`src/rtl/dsel_pkg.sv`:
```
// package: command, result codes, FSM states and beat structs for the deadline list
package dsel_pkg;
	localparam int ID_W = 8;
	localparam int TIME_W = 48;
	localparam int RATE_W = 16;
	localparam int CNT_W = 6;

	typedef enum logic [1:0] {
		CMD_INSERT = 2'd0,
		CMD_REMOVE = 2'd1,
		CMD_CHECK  = 2'd2,
		CMD_UNUSED = 2'd3
	} cmd_t;

	typedef enum logic [1:0] {
		KIND_ACK     = 2'd0,
		KIND_EXPIRED = 2'd1,
		KIND_NONE    = 2'd2,
		KIND_RSVD    = 2'd3
	} kind_t;

	typedef enum logic [1:0] {
		ST_OK       = 2'd0,
		ST_FULL     = 2'd1,
		ST_NOTFOUND = 2'd2,
		ST_RSVD     = 2'd3
	} status_t;

	typedef enum logic [2:0] {
		S_IDLE,
		S_INSERT,
		S_SCAN,
		S_MOVE,
		S_POP
	} state_t;

	typedef struct packed {
		logic [1:0]        cmd;
		logic [ID_W-1:0]   entry_id;
		logic [TIME_W-1:0] emit_time;
		logic [RATE_W-1:0] rate_limit_ms;
		logic [TIME_W-1:0] now_time;
	} in_beat_t;

	typedef struct packed {
		logic [1:0]       kind;
		logic [ID_W-1:0]  out_id;
		logic [1:0]       status;
		logic [CNT_W-1:0] entries_left;
		logic             last;
	} out_beat_t;
endpackage

```
`src/rtl/deadline_sorted_expiry_list.sv`:
```
// top level: deadline-sorted expiry list held in one synchronous memory
//
// Keeps up to LIST_DEPTH (id, deadline) entries sorted by deadline in one
// memory with a registered read, used as a ring: a head pointer marks
// logical slot 0, so popping expired entries only moves the head. One
// command is in flight at a time; in_ready is high only in idle while the
// result register is free. A full insert, a remove on an empty list and a
// check on an empty list answer at once (result beat valid the next cycle).
// An insert walks from the tail, moving each entry later than the new one
// one slot back, then places the new entry. A remove reads from the head,
// searching slot by slot for the id, then moves each later entry forward.
// A check pops expired entries from the head until it sees the first live
// entry or the list runs empty; every expired beat but the first waits for
// the result register, so out_ready stalls stretch the check.
// Accesses of one command are strictly ordered, so no forwarding is needed.
// No clearing pass after reset: only data from occupied slots is ever used.
module deadline_sorted_expiry_list #(
	parameter int LIST_DEPTH = 32
) (
	input  logic                clk,
	input  logic                arst_n,
	input  logic                in_valid,
	output logic                in_ready,
	input  dsel_pkg::in_beat_t  in_data,
	output logic                out_valid,
	input  logic                out_ready,
	output dsel_pkg::out_beat_t out_data
);
	import dsel_pkg::*;

	localparam int AW = $clog2(LIST_DEPTH);
	localparam int CW = $clog2(LIST_DEPTH + 1);
	localparam int ENT_W = TIME_W + ID_W;

	// logical slot to physical address, ring wraps at LIST_DEPTH
	function automatic logic [AW-1:0] phys(input logic [AW-1:0] hd, input logic [CW-1:0] idx);
		logic [AW:0] s;
		s = {1'b0, hd} + (AW+1)'(idx);
		if (s >= (AW+1)'(LIST_DEPTH)) s = s - (AW+1)'(LIST_DEPTH);
		return s[AW-1:0];
	endfunction

	function automatic out_beat_t beat_of(input kind_t k, input logic [ID_W-1:0] id,
			input status_t st, input logic [CW-1:0] cnt, input logic fin);
		out_beat_t b;
		b.kind = k;
		b.out_id = id;
		b.status = st;
		b.entries_left = CNT_W'(cnt);
		b.last = fin;
		return b;
	endfunction

	// entry memory: deadline in upper bits, id in lower
	logic [ENT_W-1:0] mem [LIST_DEPTH];
	logic [ENT_W-1:0] rd_q;
	logic [AW-1:0]    raddr, waddr;
	logic             we;
	logic [ENT_W-1:0] wdata;

	always_ff @(posedge clk) begin
		if (we) mem[waddr] <= wdata;
		rd_q <= mem[raddr];
	end

	state_t state_q, state_d;
	logic [ID_W-1:0]   id_q;
	logic [TIME_W-1:0] now_q;
	logic [TIME_W-1:0] dl_q;
	logic [CW-1:0]     count_q;
	logic [AW-1:0]     hd_q;
	// pos_q: logical walk pointer; phase_q: read issued, data arrives next cycle
	logic [CW-1:0]     pos_q;
	logic              phase_q;
	// popped_q: an expired beat sits in hold_q until we know if it is the last
	logic              popped_q;
	out_beat_t         hold_q;
	out_beat_t         obuf_q;
	logic              ovalid_q;

	// deadline saturates at the top of the time range
	logic [TIME_W:0]   sum;
	logic [TIME_W-1:0] dl_new;
	assign sum = {1'b0, in_data.emit_time} + (TIME_W+1)'(in_data.rate_limit_ms);
	assign dl_new = sum[TIME_W] ? {TIME_W{1'b1}} : sum[TIME_W-1:0];

	logic [TIME_W-1:0] rd_dl;
	logic [ID_W-1:0]   rd_id;
	assign rd_dl = rd_q[ENT_W-1:ID_W];
	assign rd_id = rd_q[ID_W-1:0];

	logic [CW-1:0] pos_inc, pos_dec, cnt_inc, cnt_dec;
	logic [AW-1:0] hd_inc;
	assign pos_inc = pos_q + CW'(1);
	assign pos_dec = pos_q - CW'(1);
	assign cnt_inc = count_q + CW'(1);
	assign cnt_dec = count_q - CW'(1);
	assign hd_inc  = (hd_q == AW'(LIST_DEPTH - 1)) ? '0 : hd_q + AW'(1);

	// output register free when empty or being taken
	logic obuf_free;
	assign obuf_free = !ovalid_q || out_ready;
	assign in_ready = (state_q == S_IDLE) && obuf_free;
	assign out_valid = ovalid_q;
	assign out_data = obuf_q;

	logic in_fire;
	assign in_fire = in_valid && in_ready;

	logic full;
	assign full = (count_q >= CW'(LIST_DEPTH));

	// insert: entry read behind the walk point moves back when later than new one
	logic ins_shift, ins_done;
	assign ins_shift = (rd_dl > dl_q);
	assign ins_done = (pos_q == '0) || (phase_q && !ins_shift);

	// remove: search hit, end of list, end of the forward move
	logic id_hit, scan_end, move_done;
	assign id_hit = (rd_id == id_q);
	assign scan_end = (pos_inc == count_q);
	assign move_done = (pos_inc >= count_q);

	// check: decide on the head once its read is back, or at once when empty
	logic pop_decide, pop_hit, pop_take, pop_end;
	assign pop_decide = phase_q || (count_q == '0);
	assign pop_hit = (count_q != '0) && (rd_dl <= now_q);
	assign pop_take = pop_decide && pop_hit && (!popped_q || obuf_free);
	assign pop_end = pop_decide && !pop_hit && obuf_free;

	logic      emit;
	out_beat_t beat_d;

	// next state
	always_comb begin
		state_d = state_q;
		case (state_q)
			S_IDLE: begin
				if (in_fire) begin
					case (cmd_t'(in_data.cmd))
						CMD_INSERT: if (!full) state_d = S_INSERT;
						CMD_REMOVE: if (count_q != '0) state_d = S_SCAN;
						CMD_CHECK:  if (count_q != '0) state_d = S_POP;
						default:    state_d = S_IDLE;
					endcase
				end
			end
			S_INSERT: if (ins_done) state_d = S_IDLE;
			S_SCAN: begin
				if (phase_q) begin
					if (id_hit) state_d = S_MOVE;
					else if (scan_end) state_d = S_IDLE;
				end
			end
			S_MOVE: if (move_done) state_d = S_IDLE;
			S_POP: if (pop_end) state_d = S_IDLE;
			default: state_d = S_IDLE;
		endcase
	end

	// memory port and result beat
	always_comb begin
		raddr  = '0;
		we     = 1'b0;
		waddr  = '0;
		wdata  = rd_q;
		emit   = 1'b0;
		beat_d = hold_q;
		case (state_q)
			S_IDLE: begin
				// answers that need no memory access
				if (in_fire) begin
					case (cmd_t'(in_data.cmd))
						CMD_INSERT: begin
							emit   = full;
							beat_d = beat_of(KIND_ACK, in_data.entry_id, ST_FULL, count_q, 1'b1);
						end
						CMD_REMOVE: begin
							emit   = (count_q == '0);
							beat_d = beat_of(KIND_ACK, in_data.entry_id, ST_NOTFOUND, count_q,
								1'b1);
						end
						CMD_CHECK: begin
							emit   = (count_q == '0);
							beat_d = beat_of(KIND_NONE, '0, ST_OK, count_q, 1'b1);
						end
						default: emit = 1'b0;
					endcase
				end
			end
			S_INSERT: begin
				raddr = (pos_q == '0) ? hd_q : phys(hd_q, pos_dec);
				if (pos_q == '0 || phase_q) begin
					we    = 1'b1;
					waddr = phys(hd_q, pos_q);
					wdata = (phase_q && ins_shift) ? rd_q : {dl_q, id_q};
				end
				emit   = ins_done;
				beat_d = beat_of(KIND_ACK, id_q, ST_OK, cnt_inc, 1'b1);
			end
			S_SCAN: begin
				raddr  = phys(hd_q, pos_q);
				emit   = phase_q && !id_hit && scan_end;
				beat_d = beat_of(KIND_ACK, id_q, ST_NOTFOUND, count_q, 1'b1);
			end
			S_MOVE: begin
				// pull slot pos_q+1 into pos_q up to the tail
				raddr = phys(hd_q, pos_inc);
				if (phase_q && !move_done) begin
					we    = 1'b1;
					waddr = phys(hd_q, pos_q);
					wdata = rd_q;
				end
				emit   = move_done;
				beat_d = beat_of(KIND_ACK, id_q, ST_OK, cnt_dec, 1'b1);
			end
			S_POP: begin
				// held expired beat goes out once the next head is known
				raddr = hd_q;
				emit  = (pop_take && popped_q) || pop_end;
				if (pop_end && !popped_q) beat_d = beat_of(KIND_NONE, '0, ST_OK, count_q, 1'b1);
				else beat_d.last = pop_end;
			end
			default: raddr = '0;
		endcase
	end

	// sequencer registers
	always_ff @(posedge clk or negedge arst_n) begin
		if (!arst_n) begin
			state_q  <= S_IDLE;
			count_q  <= '0;
			hd_q     <= '0;
			pos_q    <= '0;
			phase_q  <= 1'b0;
			popped_q <= 1'b0;
			hold_q   <= '0;
			obuf_q   <= '0;
			ovalid_q <= 1'b0;
			id_q     <= '0;
			now_q    <= '0;
			dl_q     <= '0;
		end else begin
			state_q <= state_d;
			if (emit) begin
				ovalid_q <= 1'b1;
				obuf_q   <= beat_d;
			end else if (out_ready) begin
				ovalid_q <= 1'b0;
			end
			case (state_q)
				S_IDLE: begin
					phase_q  <= 1'b0;
					popped_q <= 1'b0;
					if (in_fire) begin
						id_q  <= in_data.entry_id;
						now_q <= in_data.now_time;
						dl_q  <= dl_new;
						// insert walks from the tail, the others from the head
						pos_q <= (cmd_t'(in_data.cmd) == CMD_INSERT) ? count_q : '0;
					end
				end
				S_INSERT: begin
					if (ins_done) begin
						count_q <= cnt_inc;
						phase_q <= 1'b0;
					end else if (!phase_q) begin
						phase_q <= 1'b1;
					end else begin
						phase_q <= 1'b0;
						pos_q   <= pos_dec;
					end
				end
				S_SCAN: begin
					if (!phase_q) begin
						phase_q <= 1'b1;
					end else begin
						phase_q <= 1'b0;
						if (!id_hit) pos_q <= pos_inc;
					end
				end
				S_MOVE: begin
					if (move_done) begin
						count_q <= cnt_dec;
					end else if (!phase_q) begin
						phase_q <= 1'b1;
					end else begin
						phase_q <= 1'b0;
						pos_q   <= pos_inc;
					end
				end
				S_POP: begin
					// pop the head by moving the head pointer
					if (pop_take) begin
						hd_q     <= hd_inc;
						count_q  <= cnt_dec;
						hold_q   <= beat_of(KIND_EXPIRED, rd_id, ST_OK, cnt_dec, 1'b0);
						popped_q <= 1'b1;
						phase_q  <= 1'b0;
					end else if (!phase_q && count_q != '0) begin
						phase_q <= 1'b1;
					end
				end
				default: phase_q <= 1'b0;
			endcase
		end
	end
endmodule
```
`config.mk`:
```
export PLATFORM = sky130hd
export DESIGN_NAME = deadline_sorted_expiry_list
export DESIGN_NICKNAME = d
export VERILOG_FILES = /design/src/rtl/dsel_pkg.sv /design/src/rtl/deadline_sorted_expiry_list.sv
export SDC_FILE = /design/constraint.sdc
export NUM_CORES = 2
export LEC_CHECK = 0
export BUFFER_PORTS_ARGS = -buffer_cell sky130_fd_sc_hd__buf_2
export CAP_MARGIN = 20
export CORE_MARGIN = 2
export CORE_UTILIZATION = 35
export DETAILED_ROUTE_END_ITERATION = 10
export PLACE_DENSITY = 0.48
export RECOVER_POWER = 50
export SYNTH_ARGS = -nofsm -noshare
export SYNTH_HDL_FRONTEND = slang
export SYNTH_SLANG_ARGS = --single-unit
```
`constraint.sdc`:
```
create_clock -name clk -period 10.7 [get_ports clk]
set_clock_uncertainty 0.2 [all_clocks]
set_input_delay 0.535 -clock clk [delete_from_list [all_inputs] [get_ports clk]]
set_output_delay 0.535 -clock clk [all_outputs]
set_load 0.01 [all_outputs]
```
## After elaboration in Yosys (flattened, before gate mapping)

Memory sizes are Yosys's and may differ from the RTL's. A register that Yosys moved wholly into a read port is not among the register bits.
Index checks and enable logic that the tools add are counted.

| word-level totals | value |
|---|---|
| word-level logic and storage cells | 169 |
| register bits after elaboration | 161 |
| bits in writable memories | 1,792 |
| output and inout bits | 21 |
| memories | 1 |
| input bits | 126 |

Memories:

| name | depth | width | read ports | clocked after memory_dff | wr ports | line | text |
|---|---|---|---|---|---|---|---|
| mem | 32 | 56 | 1 | 1 | 1 | deadline_sorted_expiry_list.sv:55 | `logic [ENT_W-1:0] mem [LIST_DEPTH];` |

| cells by class | value |
|---|---|
| magnitude comparators | 7 |
| mux-type cells | 61 |
| equality and inequality tests | 25 |
| reduce and logical (&&, ||, !) cells | 45 |
| add/sub/neg operators | 12 |

Operator list:

| cell | number |
|---|---|
| 2-to-1 mux 56 bit | 3 |
| case mux 19 bit (5 select lines) | 1 |
| 2-to-1 mux 6 bit | 11 |
| case mux 19 bit (3 select lines) | 1 |
| adder 48 x 16 -> 49 bit | 1 |
| > comparator 48 bit | 1 |
| <= comparator 48 bit | 1 |
| 2-to-1 mux 48 bit | 1 |
| 2-to-1 mux 5 bit | 7 |
| 2-to-1 mux 3 bit | 10 |
| greater-or-equal comparator 6 bit (second input constant) | 4 |
| case mux 6 bit (4 select lines) | 1 |
| != test 2 bit (second input constant) | 11 |
| case mux 5 bit (4 select lines) | 1 |
| 2-to-1 mux 19 bit | 1 |
| adder 5 x 6 -> 6 bit | 3 |
| 2-to-1 mux 18 bit | 1 |
| case mux 6 bit (3 select lines) | 1 |
| logical AND 1 bit | 15 |
| != test 3 bit (second input constant) | 5 |
| case mux 3 bit (5 select lines) | 1 |
| subtractor 5 x 1 -> 5 bit (second input constant) | 3 |
| 2-to-1 mux 1 bit | 14 |
| adder 6 x 1 -> 6 bit (second input constant) | 2 |
| other kinds (30) | 50 |

## Longest topological paths before layout

| depth | value |
|---|---|
| depth after elaboration | 8 |
| gate-level depth with buffers | 16 |

## Worst setup path after synthesis

Ideal clock, no wire load.

| timing | value |
|---|---|
| path type | register to register |
| start point | register pos_q[0] |
| end point | memory mem[18][0] in the netlist's numbering, enable pin |
| clock period less this slack | 5,199 ps |
| stages on the path, launching flop included | 13 |
| data arrival time | 4,529 ps |
| slack | 5,501 ps |
| data required time | 10,030 ps |
| cell sequence | dfrtp_1 -> ha_1 -> and3_1 -> clkbuf_1 -> xor2_1 -> ha_1 -> a21o_1 -> a31oi_1 -> o2bb2ai_1 -> nand2_1 -> nor2_1 -> nand2_1 -> nor2_1 |

| on the way | value |
|---|---|
| longest elaborated chain between the ends | 8 |
| elaborated cells on any way between the ends | 18 |
| those cells by class | 3 x add/sub; 2 x order compare; 9 x mux; 4 x reduce/logical |

RTL lines:

| item | line | text |
|---|---|---|
| from (decl) | deadline_sorted_expiry_list.sv:73 | `logic [CW-1:0] pos_q;` |
| from (signal assigned) | deadline_sorted_expiry_list.sv:260 | `pos_q <= (cmd_t'(in_data.cmd) == CMD_INSERT) ? count_q : '0;` |
| from (signal assigned) | deadline_sorted_expiry_list.sv:271 | `pos_q <= pos_dec;` |
| from (signal assigned) | deadline_sorted_expiry_list.sv:279 | `if (!id_hit) pos_q <= pos_inc;` |
| adder 6 x 1 -> 6 bit | deadline_sorted_expiry_list.sv:94 | `assign pos_inc = pos_q + CW'(1);` |
| greater-or-equal comparator 6 bit | deadline_sorted_expiry_list.sv:122 | `assign move_done = (pos_inc >= count_q);` |
| logical NOT 1 bit | deadline_sorted_expiry_list.sv:209 | `if (phase_q && !move_done) begin` |
| logical AND 1 bit | deadline_sorted_expiry_list.sv:209 |  |
| 2-to-1 mux 1 bit | deadline_sorted_expiry_list.sv:209 |  |
| case mux 1 bit (2 select lines) | deadline_sorted_expiry_list.sv:169 | `case (state_q)` |
| 2-to-1 mux 1 bit | deadline_sorted_expiry_list.sv:62 | `if (we) mem[waddr] <= wdata;` |
| 2-to-1 mux 1 bit (not written as such) | deadline_sorted_expiry_list.sv:62 |  |
| to (decl) | deadline_sorted_expiry_list.sv:55 |  |

Several ways; a longest one is shown, not always the timed one.

## Worst setup path after layout

| timing | value |
|---|---|
| start point | register pos_q[1] |
| end point | memory mem[22][27] in the netlist's numbering, enable pin |

The elaborated chain is that of the path after synthesis.

==> metrics.log <==
[metrics] run status: complete, but fails checks
[metrics] failing checks: capacitance limit, slew limit
[metrics] data arrival at the endpoint of the critical path: 8060 ps
[metrics] detailed-routing iteration count for the pre-antenna-repair pass: 5
[metrics] average wire length per cell after detail routing: 27.4 microns
[metrics] initial standard-cell utilization of the core: 0.352
[metrics] RSZ-0062 raised after global routing: no
[metrics] Setup WS post-layout: 2810 ps
[metrics] max-cap violation count: 50
[metrics] Setup TNS Final: 0 ps
[metrics] final net count: 6874
[metrics] synthesized area: 84600 sq um
[metrics] total global routing overflow: 0
[metrics] Residual DRC: 0
[metrics] clock sink total: 2009
[metrics] Placement Setup Slack: 4790 ps
[metrics] Critical Path Source Type: flop
[metrics] initial antenna violation count: 9
[metrics] total length of routed wires: 274000 microns
[metrics] Worst Path Required: 10870 ps
[metrics] Die Y-Extent: 496 microns
[metrics] register-to-register setup slack: 2810 ps
[metrics] fraction of the core area covered by cells at the end of the flow: 0.402
[metrics] Peak supply drop: 0.285 mV
[metrics] number of standard-cell rows in the floorplan: 180
[metrics] Gates resized, CTS repair: 0
[metrics] count of cells along the worst hold path: 3
[metrics] vias in the first global route: 52000
[metrics] chip width: 496 microns
[metrics] ratio of cells with drive above 1 in the final layout: 0.105
[metrics] worst reg2reg startpoint: pos_q[1]
[metrics] class of the worst hold path: input pin to flop
[metrics] power density cells: 321 nW/um^2
[metrics] Iteration-0 DRC Markers: 5271
[metrics] worst r2r dst: mem[22][27]
[metrics] Worst-Margin Slew: 7180 ps
[metrics] final-report max-slew violation count: 1373
[metrics] type of destination of the critical path: flop
[metrics] FFs w/ async S/R, synth: 0.0801
[metrics] most used flip-flop cell after synthesis: sky130_fd_sc_hd__edfxtp_1
[metrics] category of the critical setup timing path: flop to flop
[metrics] share of the clock period used by the worst path after layout: 0.738
[metrics] FF+latch count, synth: 2009
[metrics] Longest Clk Path Bufs: 3
[metrics] floorplan core area: 241000 sq um
[metrics] Die Area: 246000 sq um
[metrics] port bufs: 146
[metrics] post-layout instance area: 96600 sq um
[metrics] count of cells along the worst register-to-register path: 12
[metrics] global-route usage over all layers: 0.220
[metrics] CTS buffer count: 212
[metrics] number of flops mapped to enable cells by yosys: 1792
[metrics] via count: 53800
[metrics] critical-path maximum fanout: 33
[metrics] Final HPWL DP: 151000 microns
[metrics] final weighted congestion of routability-driven global placement: 0.851
[metrics] number of hold violations in the final report: 0
[metrics] Syn-to-layout area delta: 14.1%
[metrics] Cell variety after synth: 81
[metrics] first-pass GRT wire length: 391000 microns
[metrics] final critical-path required period: 7890 ps
[metrics] CTS tree: built
[metrics] setup violators final: 0
[metrics] register area share after synthesis: 0.697
[metrics] startpoint of the most critical setup path: pos_q[1]
[metrics] largest net degree at the start of global routing: 172
[metrics] via density per instance: 5.39
[metrics] clk slew on worst S/H paths: 60 ps
[metrics] total nets after synthesis: 6687
[metrics] Leak: 33.6 nW
[metrics] CTS H-tree depth: 4
[metrics] post-detailed-placement cell area: 89100 sq um
[metrics] antenna violation net count after detailed routing: 0
[metrics] clock network latency to the later pin of the worst-skew pair: 900 ps
[metrics] Max transition margin: -3.79
[metrics] number of warnings reported in the yosys synthesis log: 0
[metrics] timing endpoint of the critical path: mem[22][27]
[metrics] root buf cell: sky130_fd_sc_hd__clkbuf_16
[metrics] gate count of the mapped netlist: 6414
[metrics] number of top-level design ports: 147
[metrics] syn avg cell area: 13.2 sq um
[metrics] highest clock frequency the design can meet: 127 MHz
synthesized netlist by cell type (27+ instances only):
cell	count	area, sq um
sky130_fd_sc_hd__mux2i_1	237	2370
sky130_fd_sc_hd__a311oi_1	58	508
sky130_fd_sc_hd__buf_2	94	470
sky130_fd_sc_hd__mux4_2	56	1260
sky130_fd_sc_hd__a211oi_2	56	701
sky130_fd_sc_hd__inv_1	132	495
sky130_fd_sc_hd__a21oi_1	87	435
sky130_fd_sc_hd__nor3_1	27	135
sky130_fd_sc_hd__dfxtp_1	56	1120
sky130_fd_sc_hd__a32o_1	57	571
sky130_fd_sc_hd__dfrtp_1	161	4030
sky130_fd_sc_hd__a31oi_1	69	432
sky130_fd_sc_hd__o21ai_0	141	706
sky130_fd_sc_hd__mux2_2	74	833
sky130_fd_sc_hd__clkbuf_1	240	901
sky130_fd_sc_hd__nand4_1	35	219
sky130_fd_sc_hd__xnor2_1	58	508
sky130_fd_sc_hd__nand3_1	826	4130
sky130_fd_sc_hd__and3_1	130	813
sky130_fd_sc_hd__nand2_1	1490	5590
sky130_fd_sc_hd__ha_1	143	1790
sky130_fd_sc_hd__edfxtp_1	1792	53800
sky130_fd_sc_hd__nor2_1	93	349
stage by stage:
stage / power, mW / hold WS (ps) / instances
2_1_floorplan: 19.4 / 39.4 / 6414
3_3_place_gp: 23.6 / 251 / 9478
3_5_place_dp: 23.7 / 248 / 9482
4_1_cts: 31.2 / 8.87 / 9975
5_1_grt: 32.6 / -13.1 / 9976
6_report: 31.0 / 40.6 / 9980
how the worst min path moves through the flow:
stage | from | endpoint | slack [ps]
3_3_place_gp | hold_q[17] | hold_q[17] | 250
3_5_place_dp | hold_q[17] | hold_q[17] | 250
2_1_floorplan | arst_n | count_q[0] | 40
4_1_cts | in_data[88] | dl_q[24] | 9
6_report | in_data[88] | dl_q[24] | 40
5_1_grt | in_data[81] | dl_q[17] | -10
routing by layer:
metal  wire length, microns  share of wire  GRT usage  vias up
met5                     24       0.000088          0        -
met4                   9340          0.034     0.0780        2
met3                  14200          0.052     0.0276      346
met2                 133000           0.49      0.366     1653
met1                 117000           0.43      0.295    27700
li1                       -              -          -    24100
logic make-up after synthesis:
| kind of cell | count (synthesis) | share of synthesized area |
|---|---|---|
| AO/OA/AOI/OAI | 617 | 0.0539 |
| XOR/XNOR | 77 | 0.00797 |
| adder cells (fa/ha/maj) | 147 | 0.0221 |
| buffers and inverters | 517 | 0.0270 |
| flip-flops | 2009 | 0.697 |
| multiplexers | 367 | 0.0528 |
| AND/OR/NAND/NOR | 2680 | 0.140 |
where the power goes:
group / switching (mW) / leakage, nW / internal [mW]
sequential: 0.499 / 18.5 / 10.4
clock: 3.13 / 3.42 / 4.33
combinational: 8.64 / 11.7 / 4.03
worst max-delay path, stage by stage, from the launching register on:
cell and delay [ps]:
sky130_fd_sc_hd__dfrtp_1 520, sky130_fd_sc_hd__inv_1 120, sky130_fd_sc_hd__ha_1 390, sky130_fd_sc_hd__ha_1 330, sky130_fd_sc_hd__a21oi_1 140, sky130_fd_sc_hd__o21ai_0 110, sky130_fd_sc_hd__a31oi_1 340, sky130_fd_sc_hd__o2bb2ai_1 220
sky130_fd_sc_hd__nand2_1 110, sky130_fd_sc_hd__nor2_1 160, sky130_fd_sc_hd__nand2_1 300, sky130_fd_sc_hd__nor2_1 1390, sky130_fd_sc_hd__clkbuf_1 2940
area by class of cell:
class	count	area, sq um
antenna	5	12.5
clock buffer	321	6170
clock inverter	82	846
fill	22500	144000
inverter	133	499
multi-input combinational	3888	23600
sequential	2009	59000
tap	3185	3990
timing repair buffer	357	2520
state kept, by name (all words and copies together) (netlist names):
| register | flops |
|---|---|
| state_q | 3 |
| phase_q | 1 |
| popped_q | 1 |
| id_q | 8 |
| out_valid | 1 |
| hd_q | 5 |
| pos_q | 6 |
| out_data | 19 |
| mem | 1792 |
| hold_q | 15 |
| now_q | 48 |
| rd_q | 56 |
| dl_q | 48 |
| count_q | 6 |
cells in the final DEF, fill, tap and decap left out, drive strengths merged, types with 11 or more instances in the layout:
master,count
a311oi,58
nand2b,11
dfxtp,56
mux2,74
a21oi,87
xor2,19
dfrtp,161
nor3,27
clkinv,56
nand2,1491
a22oi,23
inv,140
a21o,23
o21ai,148
clkbuf,389
mux2i,237
bufinv,15
xnor2,58
dlygate4sd3,90
edfxtp,1792
buf,199
a32o,57
a31oi,69
nor2,93
nand3,826
ha,143
mux4,56
nand4,35
and3,130
nor4,11
a211oi,66
nor2b,16
what timing repair did:
item                                   in CTS  in global routing
setup endpoints to repair                   0                  0
endpoints found under the hold margin     200                  0
buffers inserted                            0                  0
hold buffers                               90                  0
Power figures use the tool's default switching activity.
